<file path="src/sv/gcfd_pkg.sv">
`timescale 1ns / 1ps
// ----------------------------------------------------------------------------
// gcfd_pkg
// Types, codes and the decode sequence table of the GPS / compass frame
// decoder.
// ----------------------------------------------------------------------------
package gcfd_pkg;

  // Frame bytes
  localparam logic [7:0] SYNC_FIRST  = 8'h55;
  localparam logic [7:0] SYNC_SECOND = 8'hAA;
  localparam logic [7:0] ID_GPS      = 8'h10;
  localparam logic [7:0] ID_COMPASS  = 8'h20;
  localparam logic [7:0] LEN_GPS     = 8'h3A;
  localparam logic [7:0] LEN_COMPASS = 8'h06;

  // Stream widths
  localparam int IN_TDATA_W  = 8;
  localparam int OUT_TDATA_W = 40;

  // Configuration registers
  localparam int CFG_COUNT = 6;
  localparam int CFG_IDX_W = 3;
  localparam int CFG_W     = 16;
  localparam logic [CFG_IDX_W-1:0] CFG_X_LO = 3'd0;
  localparam logic [CFG_IDX_W-1:0] CFG_X_HI = 3'd1;
  localparam logic [CFG_IDX_W-1:0] CFG_Y_LO = 3'd2;
  localparam logic [CFG_IDX_W-1:0] CFG_Y_HI = 3'd3;
  localparam logic [CFG_IDX_W-1:0] CFG_Z_LO = 3'd4;
  localparam logic [CFG_IDX_W-1:0] CFG_Z_HI = 3'd5;
  localparam logic [CFG_W-1:0] CFG_RESET [CFG_COUNT] = '{
    16'hFE55, 16'h0266, 16'hFE0A, 16'h022C, 16'hFE4B, 16'h021E
  };

  typedef enum logic [4:0] {
    FLD_SEC    = 5'd0,
    FLD_MIN    = 5'd1,
    FLD_HOUR   = 5'd2,
    FLD_DAY    = 5'd3,
    FLD_MONTH  = 5'd4,
    FLD_YEAR   = 5'd5,
    FLD_LON    = 5'd6,
    FLD_LAT    = 5'd7,
    FLD_ALT    = 5'd8,
    FLD_VEL_N  = 5'd9,
    FLD_VEL_E  = 5'd10,
    FLD_VEL_UP = 5'd11,
    FLD_VDOP   = 5'd12,
    FLD_NDOP   = 5'd13,
    FLD_EDOP   = 5'd14,
    FLD_SATS   = 5'd15,
    FLD_FIX    = 5'd16,
    FLD_RAW_X  = 5'd17,
    FLD_RAW_Y  = 5'd18,
    FLD_RAW_Z  = 5'd19,
    FLD_CEN_X  = 5'd20,
    FLD_CEN_Y  = 5'd21,
    FLD_CEN_Z  = 5'd22
  } field_t;

  // What the decode stage does with the byte read for a step.
  typedef enum logic [2:0] {
    ACT_NONE     = 3'd0,
    ACT_MASK_GPS = 3'd1,
    ACT_MASK_CMP = 3'd2,
    ACT_UNMASK   = 3'd3,
    ACT_RAW      = 3'd4
  } act_t;

  typedef struct packed {
    logic [5:0] addr;
    act_t       act;
    logic       emit;
    field_t     code;
    logic       last;
  } uop_t;

  localparam int         UOP_COUNT = 52;
  localparam logic [5:0] GPS_START = 6'd0;
  localparam logic [5:0] CMP_START = 6'd43;

  localparam logic [2:0] FIX_NONE = 3'd0;
  localparam logic [2:0] FIX_2D   = 3'd1;
  localparam logic [2:0] FIX_3D   = 3'd2;
  localparam logic [2:0] FIX_DIFF = 3'd3;

  function automatic uop_t mk(input logic [5:0] addr, input act_t act,
                              input logic emit, input field_t code,
                              input logic last);
    uop_t u;
    u.addr = addr;
    u.act  = act;
    u.emit = emit;
    u.code = code;
    u.last = last;
    return u;
  endfunction

  // Decode sequence: each step reads one payload byte and may emit a result.
  function automatic uop_t uop_rom(input logic [5:0] pc);
    uop_t u;
    u = mk(6'd0, ACT_NONE, 1'b0, FLD_SEC, 1'b1);
    case (pc)
      6'd0:  u = mk(6'd55, ACT_MASK_GPS, 1'b0, FLD_SEC, 1'b0);
      6'd1:  u = mk(6'd0,  ACT_UNMASK, 1'b0, FLD_SEC, 1'b0);
      6'd2:  u = mk(6'd1,  ACT_UNMASK, 1'b0, FLD_SEC, 1'b0);
      6'd3:  u = mk(6'd2,  ACT_UNMASK, 1'b0, FLD_SEC, 1'b0);
      6'd4:  u = mk(6'd3,  ACT_UNMASK, 1'b1, FLD_SEC, 1'b0);
      6'd5:  u = mk(6'd0,  ACT_NONE,   1'b1, FLD_MIN, 1'b0);
      6'd6:  u = mk(6'd0,  ACT_NONE,   1'b1, FLD_HOUR, 1'b0);
      6'd7:  u = mk(6'd0,  ACT_NONE,   1'b1, FLD_DAY, 1'b0);
      6'd8:  u = mk(6'd0,  ACT_NONE,   1'b1, FLD_MONTH, 1'b0);
      6'd9:  u = mk(6'd0,  ACT_NONE,   1'b1, FLD_YEAR, 1'b0);
      6'd10: u = mk(6'd4,  ACT_UNMASK, 1'b0, FLD_LON, 1'b0);
      6'd11: u = mk(6'd5,  ACT_UNMASK, 1'b0, FLD_LON, 1'b0);
      6'd12: u = mk(6'd6,  ACT_UNMASK, 1'b0, FLD_LON, 1'b0);
      6'd13: u = mk(6'd7,  ACT_UNMASK, 1'b1, FLD_LON, 1'b0);
      6'd14: u = mk(6'd8,  ACT_UNMASK, 1'b0, FLD_LAT, 1'b0);
      6'd15: u = mk(6'd9,  ACT_UNMASK, 1'b0, FLD_LAT, 1'b0);
      6'd16: u = mk(6'd10, ACT_UNMASK, 1'b0, FLD_LAT, 1'b0);
      6'd17: u = mk(6'd11, ACT_UNMASK, 1'b1, FLD_LAT, 1'b0);
      6'd18: u = mk(6'd12, ACT_UNMASK, 1'b0, FLD_ALT, 1'b0);
      6'd19: u = mk(6'd13, ACT_UNMASK, 1'b0, FLD_ALT, 1'b0);
      6'd20: u = mk(6'd14, ACT_UNMASK, 1'b0, FLD_ALT, 1'b0);
      6'd21: u = mk(6'd15, ACT_UNMASK, 1'b1, FLD_ALT, 1'b0);
      6'd22: u = mk(6'd28, ACT_UNMASK, 1'b0, FLD_VEL_N, 1'b0);
      6'd23: u = mk(6'd29, ACT_UNMASK, 1'b0, FLD_VEL_N, 1'b0);
      6'd24: u = mk(6'd30, ACT_UNMASK, 1'b0, FLD_VEL_N, 1'b0);
      6'd25: u = mk(6'd31, ACT_UNMASK, 1'b1, FLD_VEL_N, 1'b0);
      6'd26: u = mk(6'd32, ACT_UNMASK, 1'b0, FLD_VEL_E, 1'b0);
      6'd27: u = mk(6'd33, ACT_UNMASK, 1'b0, FLD_VEL_E, 1'b0);
      6'd28: u = mk(6'd34, ACT_UNMASK, 1'b0, FLD_VEL_E, 1'b0);
      6'd29: u = mk(6'd35, ACT_UNMASK, 1'b1, FLD_VEL_E, 1'b0);
      6'd30: u = mk(6'd36, ACT_UNMASK, 1'b0, FLD_VEL_UP, 1'b0);
      6'd31: u = mk(6'd37, ACT_UNMASK, 1'b0, FLD_VEL_UP, 1'b0);
      6'd32: u = mk(6'd38, ACT_UNMASK, 1'b0, FLD_VEL_UP, 1'b0);
      6'd33: u = mk(6'd39, ACT_UNMASK, 1'b1, FLD_VEL_UP, 1'b0);
      6'd34: u = mk(6'd42, ACT_UNMASK, 1'b0, FLD_VDOP, 1'b0);
      6'd35: u = mk(6'd43, ACT_UNMASK, 1'b1, FLD_VDOP, 1'b0);
      6'd36: u = mk(6'd44, ACT_UNMASK, 1'b0, FLD_NDOP, 1'b0);
      6'd37: u = mk(6'd45, ACT_UNMASK, 1'b1, FLD_NDOP, 1'b0);
      6'd38: u = mk(6'd46, ACT_UNMASK, 1'b0, FLD_EDOP, 1'b0);
      6'd39: u = mk(6'd47, ACT_UNMASK, 1'b1, FLD_EDOP, 1'b0);
      6'd40: u = mk(6'd48, ACT_RAW,    1'b1, FLD_SATS, 1'b0);
      6'd41: u = mk(6'd50, ACT_UNMASK, 1'b0, FLD_FIX, 1'b0);
      6'd42: u = mk(6'd52, ACT_UNMASK, 1'b1, FLD_FIX, 1'b1);
      6'd43: u = mk(6'd4,  ACT_MASK_CMP, 1'b0, FLD_RAW_X, 1'b0);
      6'd44: u = mk(6'd0,  ACT_UNMASK, 1'b0, FLD_RAW_X, 1'b0);
      6'd45: u = mk(6'd1,  ACT_UNMASK, 1'b1, FLD_RAW_X, 1'b0);
      6'd46: u = mk(6'd2,  ACT_UNMASK, 1'b0, FLD_RAW_Y, 1'b0);
      6'd47: u = mk(6'd3,  ACT_UNMASK, 1'b1, FLD_RAW_Y, 1'b0);
      6'd48: u = mk(6'd5,  ACT_UNMASK, 1'b1, FLD_RAW_Z, 1'b0);
      6'd49: u = mk(6'd0,  ACT_NONE,   1'b1, FLD_CEN_X, 1'b0);
      6'd50: u = mk(6'd0,  ACT_NONE,   1'b1, FLD_CEN_Y, 1'b0);
      6'd51: u = mk(6'd0,  ACT_NONE,   1'b1, FLD_CEN_Z, 1'b1);
      default: u = mk(6'd0, ACT_NONE, 1'b0, FLD_SEC, 1'b1);
    endcase
    return u;
  endfunction

  // Compass mask, derived from the raw low byte of the z axis.
  function automatic logic [7:0] cmp_mask(input logic [7:0] r);
    logic [7:0] base;
    logic [7:0] flip;
    base = {r[4:1], r[3:0] ^ r[7:4]};
    flip = {r[0], 3'b000, r[0], 3'b000};
    return base ^ flip;
  endfunction

endpackage

</file>
<file path="src/sv/gps_compass_frame_decoder_unit.sv">
`timescale 1ns / 1ps
// ----------------------------------------------------------------------------
// gps_compass_frame_decoder_unit
// Frames GPS and compass messages from a byte stream, checks the running
// sums and decodes a good message into a run of (field, value) items.
// ----------------------------------------------------------------------------
//  channel | direction | tdata (low bit up)               | tlast
//  in_     | slave     | rx_byte[7:0]                     | -
//  out_    | master    | field_code[4:0], field_value[31:0] | last_of_frame
//  cfg_    | write     | index 0..5, 16-bit limit         | -
//
// One received byte is taken every cycle but for the hold-off below. A good
// frame is decoded by a step sequencer reading one payload byte per cycle
// if not stalled: GPS takes 43 steps for 17 items, compass 9 steps for 6.
// The payload memory holds two banks, so the next frame fills one bank while
// the last is decoded; the input holds off only on the final check byte of a
// frame while the previous frame is still being decoded.
// Reset is synchronous; the payload memory is not cleared.
// A stalled output holds the sequencer, with the memory re-reading its step.
// ----------------------------------------------------------------------------
module gps_compass_frame_decoder_unit #(
  parameter int PAYLOAD_BYTES = 64
) (
  input  logic                                  clk,
  input  logic                                  rst_n,
  // rx_byte[7:0]
  input  logic [gcfd_pkg::IN_TDATA_W-1:0]       in_tdata,
  input  logic                                  in_tvalid,
  output logic                                  in_tready,
  // field_code[4:0], field_value[36:5], zero fill [39:37]
  output logic [gcfd_pkg::OUT_TDATA_W-1:0]      out_tdata,
  output logic                                  out_tvalid,
  input  logic                                  out_tready,
  output logic                                  out_tlast,
  input  logic                                  cfg_we,
  input  logic [gcfd_pkg::CFG_IDX_W-1:0]        cfg_index,
  input  logic [gcfd_pkg::CFG_W-1:0]            cfg_wdata
);
  import gcfd_pkg::*;

  localparam int AW = $clog2(PAYLOAD_BYTES);
  localparam int MEM_DEPTH = 2 ** (AW + 1);

  typedef enum logic [2:0] {
    PH_IDLE, PH_SYNC, PH_ID, PH_LEN, PH_PAY, PH_CK1, PH_CK2
  } phase_t;

  // Framer
  phase_t       phase_r;
  logic [5:0]   byte_count_r;
  logic [7:0]   kind_r;
  logic [5:0]   length_r;
  logic [7:0]   sum_first_r;
  logic [7:0]   sum_second_r;
  logic         bank_w_r;

  logic [7:0]   rx_byte;
  logic         in_fire;
  logic [7:0]   sum_first_nxt;
  logic [7:0]   sum_second_nxt;
  logic [5:0]   count_inc;
  logic         len_ok;
  logic         pay_wr;
  logic         frame_done;

  logic [CFG_W-1:0] cfg_r [CFG_COUNT];

  // Payload memory, two banks
  logic [7:0]   mem [MEM_DEPTH];
  logic [7:0]   rd_q_r;
  logic [5:0]   rd_addr;

  // Sequencer
  logic         active_r;
  logic [5:0]   pc_r;
  logic         dec_bank_r;
  uop_t         uop_cur;
  logic         s2_valid_r;
  uop_t         s2_uop_r;
  logic         stall;
  logic         s1_fire;
  logic         s2_exec;
  logic         dec_busy;

  logic [7:0]   mask_r;
  logic [7:0]   raw_r;
  logic [31:0]  asm_r;
  logic [15:0]  ax_r [3];

  logic [31:0]  asm_nxt;
  logic [31:0]  value;
  logic [1:0]   ax_idx;
  logic [15:0]  ax_val;

  logic         out_valid_r;
  logic [4:0]   out_code_r;
  logic [31:0]  out_value_r;
  logic         out_last_r;

  assign rx_byte = in_tdata[7:0];
  assign dec_busy = active_r || s2_valid_r;
  assign in_tready = !(phase_r == PH_CK2 && dec_busy);
  assign in_fire = in_tvalid && in_tready;

  assign sum_first_nxt  = sum_first_r + rx_byte;
  assign sum_second_nxt = sum_second_r + sum_first_nxt;
  assign count_inc      = byte_count_r + 6'd1;
  assign len_ok = (kind_r == ID_GPS && rx_byte == LEN_GPS) ||
                  (kind_r == ID_COMPASS && rx_byte == LEN_COMPASS);
  assign pay_wr     = in_fire && phase_r == PH_PAY;
  assign frame_done = in_fire && phase_r == PH_CK2 && rx_byte == sum_second_r;

  always_ff @(posedge clk) begin
    if (!rst_n) begin
      phase_r      <= PH_IDLE;
      byte_count_r <= '0;
      kind_r       <= '0;
      length_r     <= '0;
      sum_first_r  <= '0;
      sum_second_r <= '0;
      bank_w_r     <= 1'b0;
    end else if (in_fire) begin
      unique case (phase_r)
        PH_IDLE: phase_r <= (rx_byte == SYNC_FIRST) ? PH_SYNC : PH_IDLE;
        PH_SYNC: begin
          if (rx_byte == SYNC_SECOND) begin
            sum_first_r  <= '0;
            sum_second_r <= '0;
            phase_r      <= PH_ID;
          end else begin
            phase_r <= PH_IDLE;
          end
        end
        PH_ID: begin
          kind_r       <= rx_byte;
          sum_first_r  <= sum_first_nxt;
          sum_second_r <= sum_second_nxt;
          phase_r      <= PH_LEN;
        end
        PH_LEN: begin
          if (len_ok) begin
            length_r     <= rx_byte[5:0];
            byte_count_r <= '0;
            sum_first_r  <= sum_first_nxt;
            sum_second_r <= sum_second_nxt;
            phase_r      <= PH_PAY;
          end else begin
            phase_r <= PH_IDLE;
          end
        end
        PH_PAY: begin
          byte_count_r <= count_inc;
          sum_first_r  <= sum_first_nxt;
          sum_second_r <= sum_second_nxt;
          if (count_inc >= length_r) phase_r <= PH_CK1;
        end
        PH_CK1: phase_r <= (rx_byte == sum_first_r) ? PH_CK2 : PH_IDLE;
        PH_CK2: begin
          phase_r <= PH_IDLE;
          // A good frame hands its bank to the sequencer.
          if (frame_done) bank_w_r <= !bank_w_r;
        end
        default: phase_r <= PH_IDLE;
      endcase
    end
  end

  always_ff @(posedge clk) begin
    if (!rst_n) begin
      for (int i = 0; i < CFG_COUNT; i++) cfg_r[i] <= CFG_RESET[i];
    end else if (cfg_we && cfg_index < CFG_IDX_W'(CFG_COUNT)) begin
      cfg_r[cfg_index] <= cfg_wdata;
    end
  end

  // While stalled the memory re-reads the held step, so its data survives.
  assign uop_cur = uop_rom(pc_r);
  assign stall   = s2_valid_r && s2_uop_r.emit && out_valid_r && !out_tready;
  assign s1_fire = active_r && !stall;
  assign s2_exec = s2_valid_r && !stall;
  assign rd_addr = stall ? s2_uop_r.addr : uop_cur.addr;

  always_ff @(posedge clk) begin
    if (pay_wr) mem[{bank_w_r, AW'(byte_count_r)}] <= rx_byte;
    rd_q_r <= mem[{dec_bank_r, AW'(rd_addr)}];
  end

  always_ff @(posedge clk) begin
    if (!rst_n) begin
      active_r   <= 1'b0;
      pc_r       <= '0;
      dec_bank_r <= 1'b0;
      s2_valid_r <= 1'b0;
    end else begin
      if (frame_done) begin
        active_r   <= 1'b1;
        pc_r       <= (kind_r == ID_GPS) ? GPS_START : CMP_START;
        dec_bank_r <= bank_w_r;
      end else if (s1_fire) begin
        pc_r <= pc_r + 6'd1;
        if (uop_cur.last) active_r <= 1'b0;
      end
      if (!stall) s2_valid_r <= s1_fire;
    end
  end

  always_ff @(posedge clk) begin
    if (!stall) s2_uop_r <= uop_cur;
  end

  always_comb begin
    case (s2_uop_r.act)
      ACT_UNMASK: asm_nxt = {rd_q_r ^ mask_r, asm_r[31:8]};
      ACT_RAW:    asm_nxt = {rd_q_r, asm_r[31:8]};
      default:    asm_nxt = asm_r;
    endcase
  end

  always_comb begin
    logic [5:0]  day;
    logic [7:0]  ftype;
    logic [7:0]  fflag;
    logic [2:0]  fix;
    logic [15:0] lo;
    logic [15:0] hi;
    logic [15:0] cl;
    logic [17:0] cen;
    day   = {1'b0, asm_nxt[20:16]} + {5'd0, (asm_nxt[15:12] > 4'd7)};
    ftype = asm_nxt[23:16];
    fflag = asm_nxt[31:24];
    fix   = (ftype == 8'd2) ? FIX_2D : (ftype == 8'd3) ? FIX_3D : FIX_NONE;
    if (fix != FIX_NONE && fflag[1]) fix = FIX_DIFF;

    case (s2_uop_r.code) inside
      FLD_RAW_Y, FLD_CEN_Y: ax_idx = 2'd1;
      FLD_RAW_Z, FLD_CEN_Z: ax_idx = 2'd2;
      default:              ax_idx = 2'd0;
    endcase
    ax_val = (s2_uop_r.code == FLD_RAW_Z) ? {asm_nxt[31:24], raw_r} : asm_nxt[31:16];

    // Upper clamp first, so inverted limits give the lower one.
    lo  = cfg_r[{ax_idx, 1'b0}];
    hi  = cfg_r[{ax_idx, 1'b1}];
    cl  = ($signed(ax_r[ax_idx]) > $signed(hi)) ? hi : ax_r[ax_idx];
    cl  = ($signed(cl) < $signed(lo)) ? lo : cl;
    cen = {cl[15], cl, 1'b0} - ({{2{lo[15]}}, lo} + {{2{hi[15]}}, hi});

    case (s2_uop_r.code) inside
      FLD_SEC:   value = {26'd0, asm_nxt[5:0]};
      FLD_MIN:   value = {26'd0, asm_nxt[11:6]};
      FLD_HOUR:  value = {28'd0, asm_nxt[15:12]};
      FLD_DAY:   value = {26'd0, day};
      FLD_MONTH: value = {28'd0, asm_nxt[24:21]};
      FLD_YEAR:  value = {25'd0, asm_nxt[31:25]};
      FLD_LON, FLD_LAT, FLD_ALT, FLD_VEL_N, FLD_VEL_E: value = asm_nxt;
      FLD_VEL_UP: value = 32'd0 - asm_nxt;
      FLD_VDOP, FLD_NDOP, FLD_EDOP: value = {{16{asm_nxt[31]}}, asm_nxt[31:16]};
      FLD_SATS:  value = {24'd0, asm_nxt[31:24]};
      FLD_FIX:   value = {29'd0, fix};
      FLD_RAW_X, FLD_RAW_Y, FLD_RAW_Z: value = {{16{ax_val[15]}}, ax_val};
      FLD_CEN_X, FLD_CEN_Y, FLD_CEN_Z: value = {{14{cen[17]}}, cen};
      default:   value = '0;
    endcase
  end

  always_ff @(posedge clk) begin
    if (s2_exec) begin
      asm_r <= asm_nxt;
      if (s2_uop_r.act == ACT_MASK_GPS) mask_r <= rd_q_r;
      if (s2_uop_r.act == ACT_MASK_CMP) begin
        mask_r <= cmp_mask(rd_q_r);
        raw_r  <= rd_q_r;
      end
      if (s2_uop_r.emit && (s2_uop_r.code == FLD_RAW_X || s2_uop_r.code == FLD_RAW_Y ||
                            s2_uop_r.code == FLD_RAW_Z)) begin
        ax_r[ax_idx] <= ax_val;
      end
    end
  end

  always_ff @(posedge clk) begin
    if (!rst_n) begin
      out_valid_r <= 1'b0;
    end else if (s2_exec && s2_uop_r.emit) begin
      out_valid_r <= 1'b1;
    end else if (out_tready) begin
      out_valid_r <= 1'b0;
    end
  end

  always_ff @(posedge clk) begin
    if (s2_exec && s2_uop_r.emit) begin
      out_code_r  <= s2_uop_r.code;
      out_value_r <= value;
      out_last_r  <= s2_uop_r.last;
    end
  end

  assign out_tvalid = out_valid_r;
  assign out_tdata  = {3'b000, out_value_r, out_code_r};
  assign out_tlast  = out_last_r;

  // A new frame never starts decoding on top of one still in flight.
  a_start_idle: assert property (@(posedge clk) disable iff (!rst_n)
    frame_done |-> !dec_busy)
    else $error("frame handed over while decoder busy");

  // The final step leaves the sequencer stopped.
  a_last_stops: assert property (@(posedge clk) disable iff (!rst_n)
    (s2_valid_r && s2_uop_r.last) |-> !active_r)
    else $error("sequencer still running after final step");

  a_pc_range: assert property (@(posedge clk) disable iff (!rst_n)
    active_r |-> (pc_r < 6'(UOP_COUNT)))
    else $error("sequencer step beyond table");

  a_last_code: assert property (@(posedge clk) disable iff (!rst_n)
    (out_valid_r && out_last_r) |->
      (out_code_r == FLD_FIX || out_code_r == FLD_CEN_Z))
    else $error("end of frame on a field that does not close a message");

endmodule

</file>
<file path="config.mk">
export PLATFORM = sky130hd
export DESIGN_NAME = gps_compass_frame_decoder_unit
export DESIGN_NICKNAME = d
export VERILOG_FILES = /design/src/sv/gcfd_pkg.sv /design/src/sv/gps_compass_frame_decoder_unit.sv
export SDC_FILE = /design/constraint.sdc
export NUM_CORES = 2
export LEC_CHECK = 0
export ABC_AREA = 0
export BUFFER_PORTS_ARGS = -buffer_cell sky130_fd_sc_hd__buf_2
export CORE_AREA = 2 2 400 402
export DETAILED_ROUTE_END_ITERATION = 16
export DIE_AREA = 0 0 402 404
export SKIP_CTS_REPAIR_TIMING = 1
export SYNTH_ARGS = -nofsm -noshare
export SYNTH_HDL_FRONTEND = slang
export SYNTH_SLANG_ARGS = --single-unit
</file>
<file path="constraint.sdc">
create_clock -name clk -period 13.55 [get_ports clk]
set_input_delay 2.71 -clock clk [delete_from_list [all_inputs] [get_ports clk]]
set_output_delay 2.71 -clock clk [all_outputs]
set_load 0.005 [all_outputs]
</file>
==> results.sh <==
export IMPL_synth_area_leaders="edfxtp_1 (66%), mux4_2 (10%), dfxtp_1 (2.6%)"
export IMPL_grt_overflow_total=0
export IMPL_hp_class="reg -> reg"
export IMPL_yosysSeqAreaShare=0.682
export IMPL_r2r_slack_ns=3.85
export IMPL_outcome="completed"
export IMPL_synth_top_area_frac=0.657
export IMPL_synth_warning_count=0
export IMPL_r2r_end="out_value_r[27]$_SDFFCE_PP0P_"
export IMPL_synthToLayoutAreaGrowth_pct=12.3
export IMPL_cp_arrival_ns=10.27
export IMPL_final_core_util=0.413
export IMPL_clock_sinks=1344
export IMPL_ys_ff_latch=1344
export IMPL_core_area_sq_mm=0.158
export IMPL_vias=33307
export IMPL_insertion_delay_ns=0.78
export IMPL_grt_usage=0.178
export IMPL_vias_per_cell=5.54
export IMPL_nets=3965
export IMPL_hold_end="s2_uop_r[7]$_DFFE_PN_"
export IMPL_fin_area_sq_mm=0.0652
export IMPL_synth_top_family_by_area="multiplexers"
export IMPL_fmax_mhz=103
export IMPL_port_buffers=71
export IMPL_critPathBufInv=2
export IMPL_drt_total_wl_mm=146
export IMPL_ys_async_sr_fraction=0
export IMPL_cp_end_kind="flip-flop"
export IMPL_grt_max_degree=129
export IMPL_syn_inst=3765
export IMPL_drc=0
export IMPL_synthAdderAreaFrac=0.0254
export IMPL_synth_compound_area_share=0.0700
export IMPL_fin_crit_ns=9.70
export IMPL_synth_edf_count=1270
export IMPL_netlist_area_sq_mm=0.0581
export IMPL_core_rowCount=146
export IMPL_synth_area_leader_cell="edfxtp_1"
export IMPL_crit_family="compound AO/OA/AOI/OAI gates"
export IMPL_finalSetupViolCount=0
export IMPL_path_max_fanout=49
export IMPL_hold_viol=0
export IMPL_antenna_left=0
export IMPL_min_from="uop_cur[7]$_DFF_P_"
export IMPL_min_period_over_period=0.716
export IMPL_power_leakage_nw=20.6
export IMPL_drtPass1Iterations=9
export IMPL_io_pins=75
export IMPL_startpoint_type="flip-flop"
export IMPL_crit_top_cell="o21ai_0"
export IMPL_avgSynthCellArea_sq_um=15.4
export IMPL_crit_type="reg -> reg"
export IMPL_relSlewSlack=0.201
export IMPL_tritoncts="yes"
export IMPL_fin_worst_skew_ns=0.0461
export IMPL_yosys_area_share_simple=0.0781
export IMPL_cp_required_ns=14.12
export IMPL_die_h_um=404
export IMPL_worst_pin_slew_ns=1.19
export IMPL_dpl_hpwl_mm=90.1
export IMPL_grt_pass1_vias=33297
export IMPL_drt_iter0_markers=3246
export IMPL_timing_final_max_slew_violations=0
export IMPL_synth_common_cells="edfxtp_1 (1270), nand2_1 (349), nor2_1 (327), mux4_2 (258), clkbuf_1 (150)"
export IMPL_drive_gt1_frac=0.161
export IMPL_synth_xor_area_frac=0.00875
export IMPL_antenna_found_initial=4
export IMPL_ys_types=76
export IMPL_critPathMaxStageDelay_ns=0.81
export IMPL_synth_main_ff_cell="edfxtp_1"
export IMPL_hold_path_cell_count=0
export IMPL_path_clk_slew_ns=0.06
export IMPL_cts_root_buf="clkbuf_16"
export IMPL_cts_buffer_depth=3
export IMPL_grt_setup_unrepaired="no"
export IMPL_initial_core_util=0.368
export IMPL_r2r_start="s2_uop_r[1]$_DFFE_PN_"
export IMPL_cpMaxStageDelayCell="edfxtp_1"
export IMPL_reg2regPathDepth=30
export IMPL_power_density_mw_per_mm2=133
export IMPL_synth_most_common_cell="edfxtp_1"
export IMPL_dieArea_sq_mm=0.162
export IMPL_finalWeightedCongestion=0.902
export IMPL_numCtsBuffers=142
export IMPL_placed_area_sq_mm=0.0607
export IMPL_htree_levels=4
export IMPL_muxShareOfSynthArea=0.112
export IMPL_grt_pass1_wl_mm=218
export IMPL_setup_tns_ns=0
export IMPL_ir_drop_mv=0.123
export IMPL_drv_cap=0
export IMPL_wl_per_cell_um=24.2
export IMPL_die_width_um=402
[worst max path at each step]
stage                                from                             to  slack (ns)  depth (start not counted)
detailed placement  s2_uop_r[2]$_DFFE_PN_  out_value_r[27]$_SDFFCE_PP0P_        3.92                         29
CTS                 s2_uop_r[2]$_DFFE_PN_  out_value_r[27]$_SDFFCE_PP0P_        3.89                         29
finish              s2_uop_r[1]$_DFFE_PN_  out_value_r[27]$_SDFFCE_PP0P_        3.85                         30
floorplan           s2_uop_r[1]$_DFFE_PN_  out_value_r[18]$_SDFFCE_PP0P_        5.06                         36
global route        s2_uop_r[2]$_DFFE_PN_  out_value_r[19]$_SDFFCE_PP0P_        3.09                         29
global placement    s2_uop_r[2]$_DFFE_PN_  out_value_r[18]$_SDFFCE_PP0P_        4.07                         33
[area by class of cell]
cell class | instances | area [sq um]
diodes | 1 | 2.50
clock buffers | 184 | 3750
clock inverters | 75 | 683
fillers | 14221 | 92600
inverters | 109 | 409
multi-input cells | 2096 | 17200
flip-flops and latches | 1344 | 39600
well taps | 2072 | 2590
repair buffers | 133 | 891
[worst register-to-register path: cells and delay by family (launching register included)]
family / cells / cell delay [ns]
fa+ha+maj: 4 / 1.50
mux: 2 / 0.66
simple gates: 6 / 2.06
buf+inv: 2 / 0.88
flops: 1 / 0.81
compound gates: 16 / 3.61
[power by group]
group	switching, mW	leakage [nW]	internal, mW
clock	1.67	2.17	2.05
sequential	0.00926	12.0	4.55
combinational	0.248	6.37	0.124
[per-layer routing]
| layer | track usage | vias up | wire length (um) |
|---|---|---|---|
| met5 | 0 | - | 34 |
| li1 | - | 14821 | - |
| met3 | 0.0356 | 231 | 9930 |
| met2 | 0.297 | 1225 | 71100 |
| met1 | 0.236 | 17026 | 60800 |
| met4 | 0.0529 | 4 | 3710 |
[registers in the layout, indices dropped and copies added (netlist names), 3 cells and up]
register	flops
asm_r	32
ax_r	48
byte_count_r	6
cfg_r	96
kind_r	8
length_r	6
mask_r	8
mem	1024
out_code_r	5
out_value_r	32
pc_r	6
phase_r	3
raw_r	8
rd_q_r	8
s2_uop_r	16
sum_first_r	8
sum_second_r	8
uop_cur	16
[kinds of logic (layout without fill, tap and decap cells)]
| group | after synthesis | after routing |
|---|---|---|
| simple gates | 997 | 997 |
| fa+ha+maj | 107 | 107 |
| compound gates | 604 | 604 |
| flops | 1344 | 1344 |
| mux | 327 | 327 |
| other cells | 1 | 4 |
| xor+xnor | 58 | 58 |
| buf+inv | 327 | 501 |
[per-stage QoR]
step                setup WS, ns  power [mW]  cells  hold WS [ns]
global route                3.09        8.92   6013         0.402
finish                      3.85        8.65   6014         0.399
floorplan                   5.06        4.87   3767         0.386
detailed placement          3.92        5.02   5754         0.390
CTS                         3.89        8.72   6013         0.395
global placement            4.07        5.02   5754         0.389
[layout by cell type, fill, tap and decap left out, types with 45 or more instances in the layout]
cell       count
edfxtp_1    1270
nand2_1      348
nor2_1       324
mux4_2       258
clkbuf_16    142
a21oi_1      138
a211oi_1     108
inv_1        106
o21ai_0      100
ha_1          89
and2_1        74
dfxtp_1       74
buf_4         66
buf_2         63
mux2i_1       54
nand3_1       49
a31oi_1       48
nor3_1        45
(Power assumes the default switching activity.)
